`config.mk`:
```
export PLATFORM = sky130hd
export DESIGN_NAME = sliding_window_trimmed_mean_flat
export DESIGN_NICKNAME = d
export VERILOG_FILES = /design/src/hw/rtl/swtm_pkg.sv /design/src/hw/rtl/swtm_if.sv /design/src/hw/rtl/sliding_window_trimmed_mean.sv /design/src/hw/rtl/swtm_ram.sv /design/src/hw/rtl/swtm_div.sv /design/src/hw/rtl/swtm_cfg.sv /design/src/flat_wrapper.sv
export SDC_FILE = /design/constraint.sdc
export NUM_CORES = 2
export LEC_CHECK = 0
export BUFFER_PORTS_ARGS = -buffer_cell sky130_fd_sc_hd__buf_4
export CAP_MARGIN = 40
export CELL_PAD_IN_SITES_DETAIL_PLACEMENT = 0
export CELL_PAD_IN_SITES_GLOBAL_PLACEMENT = 1
export CORE_MARGIN = 1
export CORE_UTILIZATION = 45
export DETAILED_ROUTE_END_ITERATION = 10
export GPL_ROUTABILITY_DRIVEN = 0
export PLACE_DENSITY_LB_ADDON = 0.1
export SYNTH_ARGS = -nofsm -noshare
export SYNTH_HDL_FRONTEND = slang
export SYNTH_SLANG_ARGS = --single-unit
```
`constraint.sdc`:
```
create_clock -name clk -period 8.9 [get_ports clk]
set_input_delay 1.335 -clock clk [delete_from_list [all_inputs] [get_ports clk]]
set_output_delay 1.335 -clock clk [all_outputs]
set_load 0.02 [all_outputs]
```
`src/hw/rtl/swtm_pkg.sv`:
```
// package: shared constants, types and codes of the trimmed mean block
package swtm_pkg;

	localparam int WINDOW_MAX_DEF  = 64;
	localparam int SAMPLE_BITS_DEF = 16;

	localparam int SAMPLE_W  = 16;
	localparam int AVERAGE_W = 16;
	localparam int WS_W      = 7;
	localparam int TRIM_W    = 5;
	localparam int PADDR_W   = 3;
	localparam int PDATA_W   = 32;

	localparam logic [WS_W-1:0]   WS_RESET   = 7'd64;
	localparam logic [TRIM_W-1:0] TRIM_RESET = 5'd1;

	// register index, taken from the word address bit
	typedef enum logic {
		REG_WINDOW_SIZE = 1'b0,
		REG_TRIM_COUNT  = 1'b1
	} reg_idx_t;

	typedef enum logic [2:0] {
		ST_IDLE,
		ST_LOAD,
		ST_REMOVE,
		ST_INSERT,
		ST_INSERT_LOW,
		ST_SUM,
		ST_DIVIDE,
		ST_FINISH
	} state_t;

	// configuration handed from the register file to the datapath
	typedef struct packed {
		logic [WS_W-1:0]   window_size;
		logic [TRIM_W-1:0] trim_count;
		logic              restart;
	} cfg_t;

endpackage

```
`src/hw/rtl/swtm_if.sv`:
```
// stream interfaces: sample channel and result channel
interface swtm_smp_if;
	import swtm_pkg::*;
	logic                valid;
	logic                ready;
	logic [SAMPLE_W-1:0] sample;
	modport source (output valid, output sample, input ready);
	modport sink (input valid, input sample, output ready);
endinterface

interface swtm_res_if;
	import swtm_pkg::*;
	logic                 valid;
	logic                 ready;
	logic [AVERAGE_W-1:0] average;
	logic                 valid_res;
	modport source (output valid, output average, output valid_res, input ready);
	modport sink (input valid, input average, input valid_res, output ready);
endinterface

```
`src/hw/rtl/sliding_window_trimmed_mean.sv`:
```
// top level: sliding window trimmed mean with sorted store and one divider
//
//   channel   kind          payload                     transfer when
//   smp       stream sink   sample[15:0]                smp.valid && smp.ready
//   res       stream source average[15:0], valid_res    res.valid && res.ready
//   apb       config slave  window_size @0, trim @4     psel && penable && pwrite
//
// one sample at a time; with n held samples, m the window and L = m - 2*trim,
// a sample runs at most an evict scan over the held entries, an insert scan,
// a sum of the L kept entries and a divide; the sorted ram port, one entry per
// cycle, and the one-bit-per-cycle divider set its duration.
// reset clears the control state; ram contents are undefined until written.
// the result register lets the next sample in while a result waits; a stalled
// result blocks only the finish of the following sample.
module sliding_window_trimmed_mean #(
	parameter int WINDOW_MAX  = swtm_pkg::WINDOW_MAX_DEF,
	parameter int SAMPLE_BITS = swtm_pkg::SAMPLE_BITS_DEF
) (
	input  logic                         clk,
	input  logic                         arst_n,
	swtm_smp_if.sink                     smp,
	swtm_res_if.source                   res,
	input  logic                         psel,
	input  logic                         penable,
	input  logic                         pwrite,
	input  logic [swtm_pkg::PADDR_W-1:0] paddr,
	input  logic [swtm_pkg::PDATA_W-1:0] pwdata,
	output logic [swtm_pkg::PDATA_W-1:0] prdata,
	output logic                         pready
);
	import swtm_pkg::*;

	localparam int AW    = $clog2(WINDOW_MAX);
	localparam int CW    = $clog2(WINDOW_MAX + 1);
	localparam int MW    = ((CW > 7) ? CW : 7) + 1;
	localparam int SB    = SAMPLE_BITS;
	localparam int SUM_W = SAMPLE_BITS + $clog2(WINDOW_MAX);

	cfg_t cfg;

	state_t state_q, state_d;

	// window arithmetic
	logic [MW-1:0] ws_x, m, k_x, len, wp_x, ev_x;
	logic          cfg_ok, evict, fin_ok;
	logic [AW-1:0] sum_first, sum_last, ev_slot;

	// sequencer registers
	logic [AW-1:0]    wp_q;
	logic [CW-1:0]    n_q;
	logic [SB-1:0]    v_q, e_q;
	logic [AW-1:0]    cnt_q, idx_s1;
	logic             pend_s1, found_q;
	logic [SUM_W-1:0] acc_q, acc_d;
	logic [AVERAGE_W-1:0] res_avg_q, avg_q;
	logic             res_ok_q, ok_q, out_valid_q;

	// ram ports
	logic          accept, rd_issue;
	logic [SB-1:0] r_rdata, s_rdata, s_wdata;
	logic          s_we;
	logic [AW-1:0] s_waddr;
	logic          data_gt, data_eq;

	// divider
	logic             div_start, div_done;
	logic [SUM_W-1:0] quotient;

	swtm_cfg u_cfg (
		.clk     (clk),
		.arst_n  (arst_n),
		.psel    (psel),
		.penable (penable),
		.pwrite  (pwrite),
		.paddr   (paddr),
		.pwdata  (pwdata),
		.prdata  (prdata),
		.pready  (pready),
		.cfg     (cfg)
	);

	// window size capped at the store depth
	always_comb begin
		ws_x      = MW'(cfg.window_size);
		m         = (ws_x > MW'(WINDOW_MAX)) ? MW'(WINDOW_MAX) : ws_x;
		k_x       = MW'(cfg.trim_count);
		cfg_ok    = (m != '0) && ((k_x + k_x + MW'(1)) <= m);
		len       = m - k_x - k_x;
		sum_first = AW'(k_x);
		sum_last  = AW'(m - k_x - MW'(1));
		evict     = (MW'(n_q) == m);
		fin_ok    = cfg_ok && evict;
		// slot of the sample that leaves the window
		wp_x      = MW'(wp_q);
		ev_x      = (wp_x >= m) ? (wp_x - m) : (wp_x + MW'(WINDOW_MAX) - m);
		ev_slot   = AW'(ev_x);
	end

	assign accept  = smp.valid && smp.ready;
	assign data_gt = s_rdata > v_q;
	assign data_eq = s_rdata == e_q;
	assign acc_d   = acc_q + SUM_W'(s_rdata);

	// ring of raw samples: new sample written, oldest read in the same cycle
	swtm_ram #(.WIDTH(SB), .DEPTH(WINDOW_MAX)) u_ring (
		.clk   (clk),
		.we    (accept),
		.waddr (wp_q),
		.wdata (SB'(smp.sample)),
		.raddr (ev_slot),
		.rdata (r_rdata)
	);

	// window contents in ascending order, entries 0 .. n-1
	swtm_ram #(.WIDTH(SB), .DEPTH(WINDOW_MAX)) u_sorted (
		.clk   (clk),
		.we    (s_we),
		.waddr (s_waddr),
		.wdata (s_wdata),
		.raddr (cnt_q),
		.rdata (s_rdata)
	);

	swtm_div #(.NW(SUM_W), .DW(CW)) u_div (
		.clk      (clk),
		.arst_n   (arst_n),
		.start    (div_start),
		.dividend (acc_d),
		.divisor  (CW'(len)),
		.done     (div_done),
		.quotient (quotient)
	);

	// next state
	always_comb begin
		state_d = state_q;
		case (state_q)
			ST_IDLE: begin
				if (smp.valid) state_d = ST_LOAD;
			end
			ST_LOAD: begin
				if (m == '0) state_d = ST_FINISH;
				else if (evict) state_d = ST_REMOVE;
				else if (n_q == '0) state_d = ST_INSERT_LOW;
				else state_d = ST_INSERT;
			end
			ST_REMOVE: begin
				// last held entry seen: the evicted value is gone
				if (pend_s1 && idx_s1 == AW'(n_q - CW'(1))) begin
					state_d = (n_q == CW'(1)) ? ST_INSERT_LOW : ST_INSERT;
				end
			end
			ST_INSERT: begin
				if (pend_s1) begin
					if (!data_gt) state_d = fin_ok ? ST_SUM : ST_FINISH;
					else if (idx_s1 == '0) state_d = ST_INSERT_LOW;
				end
			end
			ST_INSERT_LOW: begin
				state_d = fin_ok ? ST_SUM : ST_FINISH;
			end
			ST_SUM: begin
				if (pend_s1 && idx_s1 == sum_last) state_d = ST_DIVIDE;
			end
			ST_DIVIDE: begin
				if (div_done) state_d = ST_FINISH;
			end
			ST_FINISH: begin
				if (!out_valid_q || res.ready) state_d = ST_IDLE;
			end
			default: state_d = ST_IDLE;
		endcase
	end

	// sequencer outputs
	always_comb begin
		smp.ready = (state_q == ST_IDLE);
		rd_issue  = state_q inside {ST_REMOVE, ST_INSERT, ST_SUM};
		div_start = (state_q == ST_SUM) && (state_d == ST_DIVIDE);
		s_we      = 1'b0;
		s_waddr   = idx_s1;
		s_wdata   = s_rdata;
		case (state_q)
			ST_REMOVE: begin
				// past the match every entry moves down one place
				s_we    = pend_s1 && found_q;
				s_waddr = idx_s1 - AW'(1);
			end
			ST_INSERT: begin
				// larger entries move up, the new sample lands above the first entry not larger
				s_we    = pend_s1;
				s_waddr = idx_s1 + AW'(1);
				s_wdata = data_gt ? s_rdata : v_q;
			end
			ST_INSERT_LOW: begin
				s_we    = 1'b1;
				s_waddr = '0;
				s_wdata = v_q;
			end
			default: ;
		endcase
	end

	// control registers
	always_ff @(posedge clk or negedge arst_n) begin
		if (!arst_n) begin
			state_q     <= ST_IDLE;
			wp_q        <= '0;
			n_q         <= '0;
			cnt_q       <= '0;
			pend_s1     <= 1'b0;
			found_q     <= 1'b0;
			out_valid_q <= 1'b0;
		end else begin
			state_q <= state_d;
			// read data is used only while the same scan goes on
			pend_s1 <= rd_issue && (state_d == state_q);

			if (cfg.restart) begin
				wp_q <= '0;
				n_q  <= '0;
			end else begin
				if (accept) begin
					wp_q <= (wp_q == AW'(WINDOW_MAX - 1)) ? '0 : wp_q + AW'(1);
				end
				if (state_q == ST_LOAD && m != '0 && !evict) begin
					n_q <= n_q + CW'(1);
				end
			end

			if (state_q == ST_LOAD) begin
				found_q <= 1'b0;
			end else if (state_q == ST_REMOVE && pend_s1 && data_eq) begin
				found_q <= 1'b1;
			end

			// scan address
			if (state_d == ST_REMOVE && state_q != ST_REMOVE) begin
				cnt_q <= '0;
			end else if (state_d == ST_INSERT && state_q != ST_INSERT) begin
				cnt_q <= (state_q == ST_LOAD) ? AW'(n_q - CW'(1)) : AW'(n_q - CW'(2));
			end else if (state_d == ST_SUM && state_q != ST_SUM) begin
				cnt_q <= sum_first;
			end else begin
				case (state_q)
					ST_REMOVE, ST_SUM: cnt_q <= cnt_q + AW'(1);
					ST_INSERT:         cnt_q <= cnt_q - AW'(1);
					default: ;
				endcase
			end

			if (state_q == ST_FINISH && state_d == ST_IDLE) begin
				out_valid_q <= 1'b1;
			end else if (res.ready) begin
				out_valid_q <= 1'b0;
			end
		end
	end

	// payload registers
	always_ff @(posedge clk) begin
		idx_s1 <= cnt_q;
		if (accept) begin
			v_q <= SB'(smp.sample);
		end
		if (state_q == ST_LOAD) begin
			e_q <= r_rdata;
		end
		if (state_d == ST_SUM && state_q != ST_SUM) begin
			acc_q <= '0;
		end else if (state_q == ST_SUM && pend_s1) begin
			acc_q <= acc_d;
		end
		if (state_q == ST_DIVIDE && div_done) begin
			res_avg_q <= AVERAGE_W'(quotient);
			res_ok_q  <= 1'b1;
		end else if (state_d == ST_FINISH && state_q != ST_FINISH) begin
			// window not full, window size zero or trim too large
			res_avg_q <= '0;
			res_ok_q  <= 1'b0;
		end
		if (state_q == ST_FINISH && state_d == ST_IDLE) begin
			avg_q <= res_avg_q;
			ok_q  <= res_ok_q;
		end
	end

	assign res.valid     = out_valid_q;
	assign res.average   = avg_q;
	assign res.valid_res = ok_q;

endmodule

```
`src/hw/rtl/swtm_ram.sv`:
```
// generic single write port, single read port ram with registered read
module swtm_ram #(
	parameter int WIDTH = 16,
	parameter int DEPTH = 64
) (
	input  logic                     clk,
	input  logic                     we,
	input  logic [$clog2(DEPTH)-1:0] waddr,
	input  logic [WIDTH-1:0]         wdata,
	input  logic [$clog2(DEPTH)-1:0] raddr,
	output logic [WIDTH-1:0]         rdata
);

	logic [WIDTH-1:0] mem_q [DEPTH];

	// read returns the old word on a same-address write
	always_ff @(posedge clk) begin
		if (we) begin
			mem_q[waddr] <= wdata;
		end
		rdata <= mem_q[raddr];
	end

endmodule

```
`src/hw/rtl/swtm_div.sv`:
```
// restoring divider, one quotient bit per cycle
module swtm_div #(
	parameter int NW = 22,
	parameter int DW = 7
) (
	input  logic          clk,
	input  logic          arst_n,
	input  logic          start,
	input  logic [NW-1:0] dividend,
	input  logic [DW-1:0] divisor,
	output logic          done,
	output logic [NW-1:0] quotient
);

	localparam int CNT_W = $clog2(NW + 1);

	logic [NW-1:0]    quo_q;
	logic [DW-1:0]    rem_q;
	logic [DW-1:0]    div_q;
	logic [CNT_W-1:0] cnt_q;
	logic             busy_q;
	logic             done_q;
	logic [DW:0]      rem_sh;
	logic [DW:0]      rem_sub;
	logic             qbit;

	always_comb begin
		rem_sh  = {rem_q, quo_q[NW-1]};
		rem_sub = rem_sh - {1'b0, div_q};
		qbit    = rem_sh >= {1'b0, div_q};
	end

	always_ff @(posedge clk or negedge arst_n) begin
		if (!arst_n) begin
			busy_q <= 1'b0;
			done_q <= 1'b0;
			cnt_q  <= '0;
		end else begin
			done_q <= 1'b0;
			if (start) begin
				busy_q <= 1'b1;
				cnt_q  <= CNT_W'(NW);
			end else if (busy_q) begin
				cnt_q <= cnt_q - CNT_W'(1);
				if (cnt_q == CNT_W'(1)) begin
					busy_q <= 1'b0;
					done_q <= 1'b1;
				end
			end
		end
	end

	always_ff @(posedge clk) begin
		if (start) begin
			quo_q <= dividend;
			rem_q <= '0;
			div_q <= divisor;
		end else if (busy_q) begin
			quo_q <= {quo_q[NW-2:0], qbit};
			rem_q <= qbit ? rem_sub[DW-1:0] : rem_sh[DW-1:0];
		end
	end

	assign done     = done_q;
	assign quotient = quo_q;

endmodule

```
`src/hw/rtl/swtm_cfg.sv`:
```
// apb register file: window_size and trim_count
module swtm_cfg (
	input  logic                         clk,
	input  logic                         arst_n,
	input  logic                         psel,
	input  logic                         penable,
	input  logic                         pwrite,
	input  logic [swtm_pkg::PADDR_W-1:0] paddr,
	input  logic [swtm_pkg::PDATA_W-1:0] pwdata,
	output logic [swtm_pkg::PDATA_W-1:0] prdata,
	output logic                         pready,
	output swtm_pkg::cfg_t               cfg
);
	import swtm_pkg::*;

	logic [WS_W-1:0]   ws_q;
	logic [TRIM_W-1:0] trim_q;
	logic              wr;
	reg_idx_t          idx;

	assign pready = 1'b1;
	assign wr     = psel && penable && pwrite && pready;
	assign idx    = reg_idx_t'(paddr[2]);

	always_ff @(posedge clk or negedge arst_n) begin
		if (!arst_n) begin
			ws_q   <= WS_RESET;
			trim_q <= TRIM_RESET;
		end else if (wr) begin
			case (idx)
				REG_WINDOW_SIZE: ws_q <= pwdata[WS_W-1:0];
				REG_TRIM_COUNT:  trim_q <= pwdata[TRIM_W-1:0];
				default: ;
			endcase
		end
	end

	always_comb begin
		case (idx)
			REG_WINDOW_SIZE: prdata = PDATA_W'(ws_q);
			REG_TRIM_COUNT:  prdata = PDATA_W'(trim_q);
			default:         prdata = '0;
		endcase
	end

	// any write restarts the window
	assign cfg = '{window_size: ws_q, trim_count: trim_q, restart: wr};

endmodule

```
`src/flat_wrapper.sv`:
```
// flat-port wrapper written by rule: the top's interface ports become plain ports
module sliding_window_trimmed_mean_flat import swtm_pkg::*;
#(
	parameter int WINDOW_MAX  = swtm_pkg::WINDOW_MAX_DEF,
	parameter int SAMPLE_BITS = swtm_pkg::SAMPLE_BITS_DEF
)
  (clk, arst_n, psel, penable, pwrite, paddr, pwdata, prdata, pready, smp_valid, smp_sample, smp_ready, res_valid, res_average, res_valid_res, res_ready);
  swtm_smp_if smp_i ();
  swtm_res_if res_i ();
  input  logic clk;
  input  logic arst_n;
  input  logic psel;
  input  logic penable;
  input  logic pwrite;
  input  logic [swtm_pkg::PADDR_W-1:0] paddr;
  input  logic [swtm_pkg::PDATA_W-1:0] pwdata;
  output logic [swtm_pkg::PDATA_W-1:0] prdata;
  output logic pready;
  input wire logic [$bits(smp_i.valid)-1:0] smp_valid;
  input wire logic [$bits(smp_i.sample)-1:0] smp_sample;
  output wire logic [$bits(smp_i.ready)-1:0] smp_ready;
  output wire logic [$bits(res_i.valid)-1:0] res_valid;
  output wire logic [$bits(res_i.average)-1:0] res_average;
  output wire logic [$bits(res_i.valid_res)-1:0] res_valid_res;
  input wire logic [$bits(res_i.ready)-1:0] res_ready;
  assign smp_i.valid = smp_valid;
  assign smp_i.sample = smp_sample;
  assign smp_ready = smp_i.ready;
  assign res_valid = res_i.valid;
  assign res_average = res_i.average;
  assign res_valid_res = res_i.valid_res;
  assign res_i.ready = res_ready;
  sliding_window_trimmed_mean #(.WINDOW_MAX(WINDOW_MAX), .SAMPLE_BITS(SAMPLE_BITS)) u_core (.clk(clk), .arst_n(arst_n), .smp(smp_i), .res(res_i), .psel(psel), .penable(penable), .pwrite(pwrite), .paddr(paddr), .pwdata(pwdata), .prdata(prdata), .pready(pready));
endmodule
```
==> summary.md <==
| Metric | Value |
|---|---|
| Status | finished, final reports clean |
| Crit Reg-Reg Endpoint | u_core.u_sorted.mem_q[11][5]$_DFFE_PP_ |
| CP most frequent cell | inv_1 |
| Clock power share | 0.268 |
| DP Area | ~94000 µm² |
| Setup crit start kind | register |
| Pwr Total | 35.0 mW |
| CTS tree | built |
| CP delay by family, top | simple AND/OR/NAND/NOR gates |
| Post-DP HPWL | about 130 mm |
| GR Util met3 | 0.0331 |
| Total of max-cap violations | 0 |
| WHS Endpoint | u_core.e_q[1]$_DFFE_PP_ |
| H-tree levels | 4 |
| Initial Util | 0.453 |
| Synthesized area per cell | between 20 and 25 µm² |
| GRT Util Overall | 0.220 |
| Cell count after synthesis | 4201 |
| Min-delay worst type | reg2reg |
| Residual DRC | 0 |
| Post-DR wirelength/cell | slightly below 30 µm |
| Critical Path Max Stage Delay | 0.73 ns |
| Unrepaired setup endpoints after global routing | false |
| # hold bufs at CTS | 0 |
| EDFF count, synth | around 2100 |
| Total die area | approximately 200000 µm² |
| Combinational Power Share | 0.338 |
| Die width | 448 µm |
| Final ANT Viol Nets | 0 |
| Slew Viols, Final | 0 |
| Critical path type | reg2reg |
| Reg-to-Reg Start | u_core.state_q[2]$_DFF_PN0_ |
| Pwr per Cell Area | about 350 nW/µm² |
| Most Crowded Layer GR | met2 |
| Leak | ~32 nW |
| Die Height | 448 µm |
| I/O Pins | 110 |
| Largest net degree at the start of global routing | ~140 |
| Top_reg_cell synth | edfxtp_1 |
| Footprint of the multi-input gates | ~22000 µm² |
| # resized after CTS | 0 |
| Vias in the first global route | between 40000 and 50000 |
| Register area share after synthesis | 0.747 |
| Setup TNS | 0 ns |
| Worst skew pair latency | approximately 0.85 ns |
| Mux cell area share after synthesis | 0.173 |
| # setup viols final | 0 |
| Internal power | about 24 mW |
| Seq cells post-synth | about 2300 |
| Mapped Area | 89400 µm² |
| Min Tclk post-route | 5.17 ns |
| Post-Route WL | 218 mm |
| Vias/cell | approximately 5.7 |
| Global-route wire length before repair | 312 mm |
| Sequential share of power | 0.394 |
| Crit path cell chain | clkinv_1 -> nand3_1 -> inv_1 -> fa_1 -> inv_1 -> a21o_1 -> a21oi_1 -> xnor2_1 -> o221ai_1 -> nor2b_1 -> nand2_1 -> nor2_1 -> buf_4 |
| Initial antenna violation count | 9 |
| Yosys cell types | 75 |
| Peak VDD IR | 0.444 mV |
| Net Switching | approximately 11 mW |
| Syn. warnings | 0 |
| Drt first-iter violations | 4047 |
| Adder-cell share of the synthesized area | 0.0126 |
| Crit-path slowest cell | nor2_1 |
| Cells on worst reg2reg path | 13 |
| Skew final | roughly 0.045 ns |
| Grt total ovfl | 0 |
| Arrival time at the worst endpoint | 5.72 ns |
| CP endpoint kind | register |
| Fillers | 15800 |
| IO buf count | 56 |
| Register area | ~67000 µm² |
| Sw frac | 0.324 |
| Leading cell type in the layout, fill and taps excluded | edfxtp_1 |
| Final Hold Viols | 0 |
| Largest family of logic cells by synthesized area | multiplexers |
| Worst-Margin Slew | between 0.9 and 1 ns |
| Layout cells sized above 1 | 0.288 |
| NumNets Final | ~4600 |
| GRT met1 Usage | 0.325 |
| Worst path bufs/invs | 4 |
| Fmax | 193 MHz |
| Most frequent cells in the layout | edfxtp_1 (2142), mux4_2 (656), buf_4 (232), clkbuf_16 (230), nor2_1 (165) |
| Post-Synth XOR/XNOR Area | 0.0101 |
| Area Growth Syn to Fin | 13.4% |
| Clock sink count | around 2300 |
| Clock transition at path regs | 0.06 ns |
| WP data required | 9.45 ns |
| Met2 usage | 0.347 |
| Worst-path maximum fanout | 10 |
| Synth Area in Simple Gates | 0.0280 |
| Core area | approximately 200000 µm² |
| Setup slack, reg-to-reg | about 3.7 ns |
| Hold Path Depth | 0 |
| Clk buf depth | 3 |
| CTS Buf Count | roughly 230 |
| # rows | between 150 and 200 |
| Post-route cell area | just over 100000 µm² |
| Via Count | around 42000 |
| Hold Startpoint | u_core.u_ring.rdata[1]$_DFF_P_ |
| 1st-pass router iterations | 5 |
| Async set or reset register ratio after synthesis | 0.0195 |
| Post-CTS setup buffer count | 0 |
| Crit share post-route | 0.581 |
| Max_slew headroom | 0.334 |
| Root Driver | clkbuf_16 |
| Compound-cell area share of the yosys netlist | 0.0156 |
[registers in the layout (all words and copies together), names as in the netlist, 6 cells and up]
signal	cells
u_core.u_ring.mem_q	1024
u_core.u_sorted.mem_q	1024
u_core.acc_q	22
u_core.u_div.quotient	22
u_core.e_q	16
u_core.res.average	16
u_core.res_avg_q	16
u_core.u_ring.rdata	16
u_core.u_sorted.rdata	16
u_core.v_q	16
u_core.n_q	7
u_core.u_cfg.ws_q	7
u_core.u_div.div_q	7
u_core.u_div.rem_q	7
u_core.cnt_q	6
u_core.idx_s1	6
u_core.wp_q	6
[synthesized netlist by cell type, drive strengths merged, types with 33 or more instances]
| master | number | area share |
|---|---|---|
| nor2 | 220 | 0.0092 |
| clkbuf | 137 | 0.0058 |
| inv | 64 | 0.0027 |
| dfxtp | 68 | 0.015 |
| nor2b | 33 | 0.0023 |
| mux2 | 38 | 0.0048 |
| mux4 | 656 | 0.17 |
| xnor2 | 69 | 0.0068 |
| ha | 79 | 0.011 |
| a21oi | 81 | 0.0047 |
| o21ai | 50 | 0.0028 |
| dfrtp | 42 | 0.012 |
| buf | 87 | 0.0049 |
| nand2 | 100 | 0.0042 |
| edfxtp | 2142 | 0.72 |
[power groups by stage]
stage,combinational [mW],clock [mW],sequential (mW)
after floorplan,7.90,0,13.7
after global placement,11.8,0,14.1
after detailed placement,12.0,0,14.0
after CTS,12.1,9.58,13.8
after global routing,12.6,9.97,13.8
final,11.8,9.38,13.8
[cell type report]
| type | instances | area share |
|---|---|---|
| inverters | 67 | 0.00248 |
| well taps | 2640 | 0.0326 |
| multi-input cells | 1680 | 0.214 |
| clock inverters | 104 | 0.0113 |
| flip-flops and latches | 2254 | 0.659 |
| clock buffers | 309 | 0.0603 |
| repair buffers | 253 | 0.0204 |
| diodes | 6 | 0.000148 |
[routing by layer]
metal / up-vias / wire, µm
met3: 259 / 10800
met4: 0 / 4050
met2: 1086 / 105000
met5: - / 0
met1: 22800 / 98300
li1: 17900 / -
[per-stage QoR]
step           utilization  hold slack, ns  cells  setup WS (ns)
4_1_cts              0.514           0.402   7306           3.67
5_1_grt              0.514           0.406   7309           3.34
2_1_floorplan            -           0.345   4225           3.75
3_5_place_dp         0.477           0.389   6893           3.69
3_3_place_gp         0.476           0.393   6878           3.24
6_report             0.514           0.403   7313           3.73
[worst max path at each step]
stage,slack [ns],endpoint,cells past startpoint,from
after floorplan,3.75,u_core.u_sorted.mem_q[0][0]$_DFFE_PP_,9,u_core.v_q[15]$_DFFE_PP_
after global placement,3.24,u_core.u_sorted.mem_q[60][7]$_DFFE_PP_,14,u_core.state_q[2]$_DFF_PN0_
after global routing,3.34,u_core.u_sorted.mem_q[11][4]$_DFFE_PP_,13,u_core.state_q[2]$_DFF_PN0_
after detailed placement,3.69,u_core.u_sorted.mem_q[11][5]$_DFFE_PP_,13,u_core.state_q[2]$_DFF_PN0_
after CTS,3.67,u_core.u_sorted.mem_q[11][2]$_DFFE_PP_,13,u_core.state_q[2]$_DFF_PN0_
final,3.73,u_core.u_sorted.mem_q[11][5]$_DFFE_PP_,13,u_core.state_q[2]$_DFF_PN0_
[cells by family (layout without fill, tap and decap cells)]
| kind of cell | after synthesis | after routing |
|---|---|---|
| flops | 2254 | 2254 |
| mux | 722 | 722 |
| simple gates | 525 | 525 |
| buf+inv | 291 | 733 |
| compound gates | 223 | 223 |
| xor+xnor | 98 | 98 |
| fa+ha+maj | 86 | 86 |
| other cells | 2 | 32 |
(Power assumes the default switching activity.)
